File: config.mk
export PLATFORM = sky130hd
export DESIGN_NAME = three_channel_root_counter_timer_unit
export DESIGN_NICKNAME = d
export VERILOG_FILES = /design/src/hdl/rcnt_pkg.sv /design/src/hdl/rcnt_timer.sv /design/src/hdl/three_channel_root_counter_timer_unit.sv
export SDC_FILE = /design/constraint.sdc
export NUM_CORES = 1
export LEC_CHECK = 0
export BUFFER_PORTS_ARGS = -buffer_cell sky130_fd_sc_hd__clkbuf_2
export CORE_MARGIN = 1
export CORE_UTILIZATION = 55
export CTS_CLUSTER_DIAMETER = 60
export DETAILED_ROUTE_END_ITERATION = 8
export GPL_TIMING_DRIVEN = 0
export PLACE_DENSITY_LB_ADDON = 0.08
export SKIP_CTS_REPAIR_TIMING = 1
export SLEW_MARGIN = 0
export SYNTH_ARGS = -nofsm -noshare
export SYNTH_HDL_FRONTEND = slang
export SYNTH_SLANG_ARGS = --single-unit
File: constraint.sdc
create_clock -name clk -period 6.6 [get_ports clk]
set_input_delay 0.33 -clock clk [delete_from_list [all_inputs] [get_ports clk]]
set_output_delay 0.33 -clock clk [all_outputs]
set_load 0.1 [all_outputs]
File: src/hdl/rcnt_pkg.sv
// Shared types and codes for the three-channel root counter timer.
// Beat payload structs, request/register codes, mode word bit positions.
// No dependencies.
package rcnt_pkg;

  localparam int DATA_W      = 16;
  localparam int PULSE_W     = 8;
  localparam int NUM_TIMERS  = 3;
  localparam int PULSE_LENGTH_DEF = 8;

  // request codes
  localparam logic [1:0] REQ_TICK  = 2'd0;
  localparam logic [1:0] REQ_READ  = 2'd1;
  localparam logic [1:0] REQ_WRITE = 2'd2;

  // tick sources
  localparam logic [1:0] SRC_SYS   = 2'd0;
  localparam logic [1:0] SRC_DIV8  = 2'd1;
  localparam logic [1:0] SRC_DOT   = 2'd2;
  localparam logic [1:0] SRC_HBL   = 2'd3;

  // register selects
  localparam logic [1:0] REG_COUNT  = 2'd0;
  localparam logic [1:0] REG_MODE   = 2'd1;
  localparam logic [1:0] REG_TARGET = 2'd2;

  // timer selects
  localparam logic [1:0] TMR_0 = 2'd0;
  localparam logic [1:0] TMR_1 = 2'd1;
  localparam logic [1:0] TMR_2 = 2'd2;

  // sync modes
  localparam logic [1:0] SYNC_PAUSE = 2'd0;
  localparam logic [1:0] SYNC_RESET = 2'd1;
  localparam logic [1:0] SYNC_GATE  = 2'd2;
  localparam logic [1:0] SYNC_FREE  = 2'd3;

  // mode word bit positions
  localparam int MODE_SYNC_EN   = 0;
  localparam int MODE_SYNC_LO   = 1;
  localparam int MODE_RESET_TGT = 3;
  localparam int MODE_IRQ_TGT   = 4;
  localparam int MODE_IRQ_WRAP  = 5;
  localparam int MODE_REPEAT    = 6;
  localparam int MODE_TOGGLE    = 7;
  localparam int MODE_CLK_LO    = 8;
  localparam int MODE_IRQ_N     = 10;

  typedef struct packed {
    logic [1:0]        req_type;
    logic [1:0]        tick_source;
    logic              hblank_level;
    logic              vblank_level;
    logic [1:0]        timer_index;
    logic [1:0]        reg_select;
    logic [DATA_W-1:0] write_data;
  } in_t;

  typedef struct packed {
    logic [DATA_W-1:0]     read_data;
    logic [NUM_TIMERS-1:0] irq_mask;
  } out_t;

  // per-timer command for one processed beat
  typedef struct packed {
    logic              tick;       // tick beat: run interrupt logic
    logic              adv;        // tick matches this timer's clock
    logic              blank;      // blank level used by sync modes
    logic              fixed_sync; // sync modes ignore blank (timer 2)
    logic              wr_count;
    logic              wr_mode;
    logic              wr_target;
    logic [DATA_W-1:0] wdata;
  } tmr_cmd_t;

  typedef struct packed {
    logic [DATA_W-1:0] count;
    logic [DATA_W-1:0] mode;
    logic [DATA_W-1:0] target;
  } tmr_stat_t;

endpackage

File: src/hdl/rcnt_timer.sv
// One 16-bit root counter: counter, mode, target, hit flags, pulse counter.
// Next state for one beat is computed in a single pass and registered.
// Depends on rcnt_pkg.
module rcnt_timer #(
  parameter int PULSE_LENGTH = rcnt_pkg::PULSE_LENGTH_DEF
) (
  input  logic                clk,
  input  logic                rst,
  input  rcnt_pkg::tmr_cmd_t  cmd,
  output rcnt_pkg::tmr_stat_t stat,
  output logic                fire
);
  import rcnt_pkg::*;

  logic [DATA_W-1:0]  count, count_next;
  logic [DATA_W-1:0]  mode, mode_next;
  logic [DATA_W-1:0]  target, target_next;
  logic               target_hit, target_hit_next;
  logic               wrap_hit, wrap_hit_next;
  logic [PULSE_W-1:0] pulse_left, pulse_left_next;
  logic               fire_next;

  always_comb begin
    logic [DATA_W:0]    v;
    logic [DATA_W-1:0]  m;
    logic               th;
    logic               wh;
    logic [PULSE_W-1:0] pl;
    logic               ev_t;
    logic               ev_w;
    logic               f;
    logic [1:0]         sm;

    v  = {1'b0, count};
    m  = mode;
    th = target_hit;
    wh = wrap_hit;
    pl = pulse_left;
    f  = 1'b0;
    ev_t = 1'b0;
    ev_w = 1'b0;
    sm = mode[MODE_SYNC_LO +: 2];
    target_next = target;

    if (cmd.tick) begin
      if (cmd.adv) begin
        if (m[MODE_SYNC_EN]) begin
          if (cmd.fixed_sync) begin
            if (sm == SYNC_RESET || sm == SYNC_GATE) v = v + 1'b1;
          end else begin
            case (sm)
              SYNC_PAUSE: if (!cmd.blank) v = v + 1'b1;
              SYNC_RESET: v = cmd.blank ? '0 : v + 1'b1;
              SYNC_GATE:  if (cmd.blank) v = '0;
              default:    if (cmd.blank) m[MODE_SYNC_EN] = 1'b0;
            endcase
          end
          if (m[MODE_RESET_TGT]) begin
            if (v > {1'b0, target}) begin
              v  = '0;
              th = 1'b1;
            end
          end else if (v[DATA_W]) begin
            v  = '0;
            wh = 1'b1;
          end
        end else begin
          v = v + 1'b1;
          if (v[DATA_W]) begin
            v  = '0;
            wh = 1'b1;
          end
        end
      end

      ev_t = m[MODE_IRQ_TGT] & th;
      ev_w = m[MODE_IRQ_WRAP] & wh;
      if (m[MODE_TOGGLE]) begin
        if (ev_t) th = 1'b0;
        if (ev_w) wh = 1'b0;
        if (m[MODE_REPEAT]) begin
          m[MODE_IRQ_N] = m[MODE_IRQ_N] ^ ev_t ^ ev_w;
          f = (ev_t | ev_w) & ~m[MODE_IRQ_N];
        end else if (ev_t | ev_w) begin
          m[MODE_IRQ_N] = 1'b0;
          f = 1'b1;
        end
      end else if (!m[MODE_IRQ_N]) begin
        // pulse still low: count it out, no new events taken
        if (pl <= PULSE_W'(1)) begin
          pl = '0;
          m[MODE_IRQ_N] = 1'b1;
        end else begin
          pl = pl - 1'b1;
        end
        if (!m[MODE_REPEAT]) begin
          m[MODE_IRQ_TGT]  = 1'b0;
          m[MODE_IRQ_WRAP] = 1'b0;
        end
      end else if (ev_t | ev_w) begin
        if (ev_t) th = 1'b0;
        if (ev_w) wh = 1'b0;
        m[MODE_IRQ_N] = 1'b0;
        pl = PULSE_W'(PULSE_LENGTH);
        f  = 1'b1;
      end
    end else begin
      if (cmd.wr_count) v = {1'b0, cmd.wdata};
      if (cmd.wr_mode) begin
        m  = cmd.wdata;
        m[MODE_IRQ_N] = 1'b1;
        v  = '0;
        th = 1'b0;
        wh = 1'b0;
      end
      if (cmd.wr_target) target_next = cmd.wdata;
    end

    count_next      = v[DATA_W-1:0];
    mode_next       = m;
    target_hit_next = th;
    wrap_hit_next   = wh;
    pulse_left_next = pl;
    fire_next       = f;
  end

  always_ff @(posedge clk) begin
    if (rst) begin
      count      <= '0;
      mode       <= '0;
      target     <= '0;
      target_hit <= 1'b0;
      wrap_hit   <= 1'b0;
      pulse_left <= PULSE_W'(PULSE_LENGTH);
    end else begin
      count      <= count_next;
      mode       <= mode_next;
      target     <= target_next;
      target_hit <= target_hit_next;
      wrap_hit   <= wrap_hit_next;
      pulse_left <= pulse_left_next;
    end
  end

  assign stat.count  = count;
  assign stat.mode   = mode;
  assign stat.target = target;
  assign fire        = fire_next;

  // a mode write restarts the counter, sets the request bit high and clears both hit flags
  a_mode_write: assert property (@(posedge clk) disable iff (rst)
    cmd.wr_mode && !cmd.tick |=> count == '0 && mode[MODE_IRQ_N] && !target_hit && !wrap_hit)
    else $error("mode write did not restart timer");

  // an interrupt is only raised while the request bit goes low
  a_fire_low: assert property (@(posedge clk) disable iff (rst)
    fire |=> !mode[MODE_IRQ_N])
    else $error("interrupt raised with request bit high");

  a_fire_on_tick: assert property (@(posedge clk) disable iff (rst)
    fire |-> cmd.tick)
    else $error("interrupt raised outside a tick beat");

endmodule

File: src/hdl/three_channel_root_counter_timer_unit.sv
// Three-channel root counter timer: top level with input and result registers.
// Path: input register, then result register; the result register is loaded while a new
// beat enters. Throughput: one beat per cycle while out_ready does not stall the output.
// Reset (rst, synchronous): counters, modes, targets and hit flags cleared,
// pulse counters loaded with PULSE_LENGTH, both registers empty.
// Depends on rcnt_pkg and rcnt_timer.
module three_channel_root_counter_timer_unit #(
  parameter int PULSE_LENGTH = rcnt_pkg::PULSE_LENGTH_DEF
) (
  input  logic           clk,
  input  logic           rst,
  input  logic           in_valid,
  output logic           in_ready,
  input  rcnt_pkg::in_t  in_data,
  output logic           out_valid,
  input  logic           out_ready,
  output rcnt_pkg::out_t out_data
);
  import rcnt_pkg::*;

  in_t                   in_q;
  logic                  in_q_valid;
  logic                  step;
  tmr_cmd_t              cmd [NUM_TIMERS];
  tmr_stat_t             stat [NUM_TIMERS];
  logic [NUM_TIMERS-1:0] fire;
  logic [DATA_W-1:0]     rd;
  logic                  is_tick, is_read, is_write;
  logic                  dot0, hsrc1, div2;
  logic                  adv [NUM_TIMERS];
  tmr_stat_t             sel;
  logic                  sel_ok;

  assign step     = in_q_valid && (!out_valid || out_ready);
  assign in_ready = !in_q_valid || step;

  always_ff @(posedge clk) begin
    if (rst) begin
      in_q_valid <= 1'b0;
    end else if (in_ready) begin
      in_q_valid <= in_valid;
    end
    if (in_ready && in_valid) in_q <= in_data;
  end

  assign is_tick  = step && in_q.req_type == REQ_TICK;
  assign is_read  = in_q.req_type == REQ_READ;
  assign is_write = step && in_q.req_type == REQ_WRITE;

  // clock select per timer
  assign dot0  = stat[0].mode[MODE_CLK_LO];
  assign hsrc1 = stat[1].mode[MODE_CLK_LO];
  assign div2  = stat[2].mode[MODE_CLK_LO + 1];

  assign adv[0] = (in_q.tick_source == SRC_SYS && !dot0) ||
                  (in_q.tick_source == SRC_DOT && dot0);
  assign adv[1] = (in_q.tick_source == SRC_SYS && !hsrc1) ||
                  (in_q.tick_source == SRC_HBL && hsrc1);
  assign adv[2] = (in_q.tick_source == SRC_SYS && !div2) ||
                  (in_q.tick_source == SRC_DIV8 && div2);

  always_comb begin
    sel_ok = 1'b1;
    case (in_q.timer_index)
      TMR_0:   sel = stat[0];
      TMR_1:   sel = stat[1];
      TMR_2:   sel = stat[2];
      default: begin
        sel    = '0;
        sel_ok = 1'b0;
      end
    endcase
  end

  genvar g;
  generate
    for (g = 0; g < NUM_TIMERS; g++) begin : g_tmr
      logic hit;
      assign hit = is_write && in_q.timer_index == 2'(g);
      always_comb begin
        cmd[g].tick       = is_tick;
        cmd[g].adv        = adv[g];
        cmd[g].blank      = (g == 0) ? in_q.hblank_level :
                            (g == 1) ? in_q.vblank_level : 1'b0;
        cmd[g].fixed_sync = (g == NUM_TIMERS - 1);
        cmd[g].wr_count   = hit && in_q.reg_select == REG_COUNT;
        cmd[g].wr_mode    = hit && in_q.reg_select == REG_MODE;
        cmd[g].wr_target  = hit && in_q.reg_select == REG_TARGET;
        cmd[g].wdata      = in_q.write_data;
      end
      rcnt_timer #(
        .PULSE_LENGTH(PULSE_LENGTH)
      ) u_timer (
        .clk  (clk),
        .rst  (rst),
        .cmd  (cmd[g]),
        .stat (stat[g]),
        .fire (fire[g])
      );
    end
  endgenerate

  always_comb begin
    rd = '0;
    if (is_read && sel_ok) begin
      case (in_q.reg_select)
        REG_COUNT:  rd = sel.count;
        REG_MODE:   rd = sel.mode;
        REG_TARGET: rd = sel.target;
        default:    rd = '0;
      endcase
    end
  end

  always_ff @(posedge clk) begin
    if (rst) begin
      out_valid <= 1'b0;
    end else if (step) begin
      out_valid <= 1'b1;
    end else if (out_ready) begin
      out_valid <= 1'b0;
    end
    if (step) begin
      out_data.read_data <= rd;
      out_data.irq_mask  <= fire;
    end
  end

  a_no_irq_off_tick: assert property (@(posedge clk) disable iff (rst)
    step && in_q.req_type != REQ_TICK |=> out_data.irq_mask == '0)
    else $error("interrupt mask on a non-tick beat");

  a_no_data_off_read: assert property (@(posedge clk) disable iff (rst)
    step && in_q.req_type != REQ_READ |=> out_data.read_data == '0)
    else $error("read data on a non-read beat");

  a_ready_when_empty: assert property (@(posedge clk) disable iff (rst)
    !out_valid |-> in_ready)
    else $error("input stalled with empty result register");

endmodule

==> metrics.md <==
| Metric | Value |
|---|---|
| Status | completed |
| Primary FF master, synth | dfxtp_1 |
| Die Area | 26350 sq um |
| Initial drt markers | 2000 |
| Gate count of the mapped netlist | 1815 |
| Final Hold Viols | 0 |
| Routed wire per std cell | 23.17 um |
| # setup viols final | 0 |
| Max-slew violations | 0 |
| Core area | 25180 sq um |
| Crit Path Max Fanout | 9 |
| # Max-Cap Violations | 0 |
| CTS root buffer | clkbuf_16 |
| Required @ worst endpoint | 7.06 ns |
| Synth area leader | dfxtp_1 |
| Post-Layout Cell Count | 2272 |
| Hpwl dp | 38.03 mm |
| DRC Markers | 0 |
| DP Worst Slack | 2.120 ns |
| First-pass GRT wire length | 78.98 mm |
| YS warnings | 0 |
| Synth cell types | 88 |
| Crit path time final | 4.610 ns |
| Dpl cells | 2194 |
| PD cells | 212.1 nW/um^2 |
| CP Class | reg -> reg |
| Top cells by instance count after synthesis | nand2_1 (258), nor2_1 (195), a21oi_1 (188) |
| Design Area, Final | 16000 sq um |
| Die Width | 162.3 um |
| I/O pin cnt | 51 |
| Routed vias/inst | 6.353 |
| Worst Path Arrival | 5.07 ns |
| Async set-reset flop share out of synthesis | 0 |
| Hold WS | 0.01383 ns |
| GP Congestion | 0.9731 |
| Synth top area cells | dfxtp_1 (25%), edfxtp_1 (9.6%), nand2_1 (6.8%) |
| Vias in the first global route | 13180 |
| Clock Pin Slew Worst Setup and Hold Paths | 0.06 ns |
| Placed cell area | 14800 sq um |
| VDD IR max | 0.0002555 V |
| Clock latency at the later pin of the worst-skew pair | 0.56 ns |
| Post-synth EDFFs | 45 |
| Post-detailed-route count of antenna-violating nets | 0 |
| PnR worst setup slack | 1.990 ns |
| Tot GR Track Use | 0.3979 |
| CTS tree | done |
| Antenna cells | 0 |
| Deepest clock path buffer count | 3 |
| HP Class | in -> reg |
| Top-count cell post-synth | nand2_1 |
| Register area share after synthesis | 0.3448 |
| Share of cells above drive strength 1 | 0.1025 |
| Synth Net Count | 1906 |
| Die Span Y | 162.3 um |
| Mean Syn Cell Area | 7.790 sq um |
| GR Overflow Total | 0 |
| Setup Skew | 0.01492 ns |
| Startpoint Class | register |
| Synth top area share | 0.2492 |
| Initial Util | 0.5615 |
| CP Capture Type | register |
| Yosys reg bits | 221 |
| Drt first pass iters | 8 |
| Number of port buffers | 49 |
| Initial antenna violation count | 0 |
| Final net count | 2011 |
| Unrepaired setup endpoints after global routing | false |
| Final WL | 52.64 mm |
| Measured slew at the worst slew-check pin | 1.312 ns |
| Mapped Area | 14140 sq um |
| Area growth, synth to finish | 13.19% |
| Num CTS Buffers | 28 |
| Leakage | 5.707 nW |
| Final Cycle Share | 0.6985 |
| Normalized max-slew margin | 0.1252 |
| Clock Sinks | 221 |
| Via count | 14440 |
| Htree depth | 1 |
| Achievable Freq | 216.9 MHz |
| Setup TNS | 0 ns |
| Largest net degree at the start of global routing | 27 |
| Std cell rows | 58 |
-- cells in the final DEF, fill, tap and decap left out, types with 16 or more instances in the layout --
cell,instances
a211oi_1,44
a21oi_1,188
a221oi_1,30
a31oi_1,30
and3_1,21
buf_2,38
clkbuf_1,97
clkbuf_16,30
clkbuf_2,51
dfxtp_1,176
dlygate4sd3_1,26
edfxtp_1,45
ha_1,61
inv_1,78
mux2i_1,64
nand2_1,258
nand3_1,51
nand4_1,16
nor2_1,195
nor3_1,45
o21ai_0,114
o31ai_1,18
xnor2_1,35
-- sequential cells by signal (all words and copies together), names as in the netlist --
signal,count
g_tmr.u_timer.target_hit,3
g_tmr.u_timer.count,48
in_q,8
out_data,19
in_q_valid,1
g_tmr.u_timer.pulse_left,24
g_tmr.u_timer.wrap_hit,3
out_valid,1
g_tmr.u_timer.mode,48
cmd,18
g_tmr.u_timer.target,48
-- critical path: stages (launching register included) --
cell and delay [ns]:
dfxtp_1 0.54, ha_1 0.31, nand3_1 0.14, nor2_2 0.41
and3_1 0.32, and3_1 0.19, xnor2_1 0.08, o21ai_1 0.26
ha_1 0.31, o21a_1 0.11, o21ai_0 0.30, nor3_1 0.16
nor4_4 0.46, o211ai_1 0.32, a21oi_1 0.21, a31oi_1 0.07
a221oi_2 0.30
-- layer usage --
layer  routed length (um)  share of wire  GRT usage
met5                    0              0          0
met4                 2519          0.048     0.1840
met3                 5263           0.10    0.07207
met2                22760           0.43     0.5965
met1                22090           0.42     0.5532
-- power breakdown --
group          leakage [nW]  internal (mW)  switching, mW
Sequential             1.85           1.41         0.0228
Clock                 0.462          0.925          0.658
Combinational          3.40          0.103          0.280
Total                  5.71           2.43          0.961
-- per-stage QoR --
step / util / power (mW)
5_1_grt: 0.6355 / 3.474
2_1_floorplan: - / 1.692
3_5_place_dp: 0.5876 / 1.815
3_3_place_gp: 0.5876 / 1.810
4_1_cts: 0.6252 / 3.368
6_report: 0.6355 / 3.395
-- final cells by class --
cell class	count	area (sq um)
well taps	330	412.9
multi-input cells	1372	8339
inverters	78	292.8
repair buffers	75	505.5
plain buffers	144	631.9
fillers	2209	9179
flip-flops and latches	221	4875
clock buffers	35	779.5
clock inverters	17	166.4
-- worst paths after layout --
path / slack, ns / endpoint / start / depth (start not counted)
hold reg to reg: 0.46 / g_tmr[2].u_timer.mode[12]$_SDFFE_PP0P_ / g_tmr[2].u_timer.mode[12]$_SDFFE_PP0P_ / 2
setup reg to reg: 1.99 / g_tmr[1].u_timer.mode[10]$_SDFFE_PP0P_ / g_tmr[1].u_timer.count[0]$_SDFFE_PP0P_ / 16
hold / removal: 0.01 / in_q_valid$_SDFFE_PP0N_ / in_valid / 3
setup / recovery: 1.99 / g_tmr[1].u_timer.mode[10]$_SDFFE_PP0P_ / g_tmr[1].u_timer.count[0]$_SDFFE_PP0P_ / 16
-- kinds of logic (layout without fill, tap and decap cells) --
logic type | count (synthesis) | count (layout) | synth area share
AND/OR/NAND/NOR | 680 | 680 | 0.2222
AO/OA/AOI/OAI | 517 | 517 | 0.2358
buffers and inverters | 222 | 349 | 0.06540
flip-flops | 221 | 221 | 0.3448
multiplexers | 65 | 65 | 0.04690
adder cells (fa/ha/maj) | 61 | 61 | 0.05398
XOR/XNOR | 49 | 49 | 0.03089
Power figures use the tool's default switching activity.
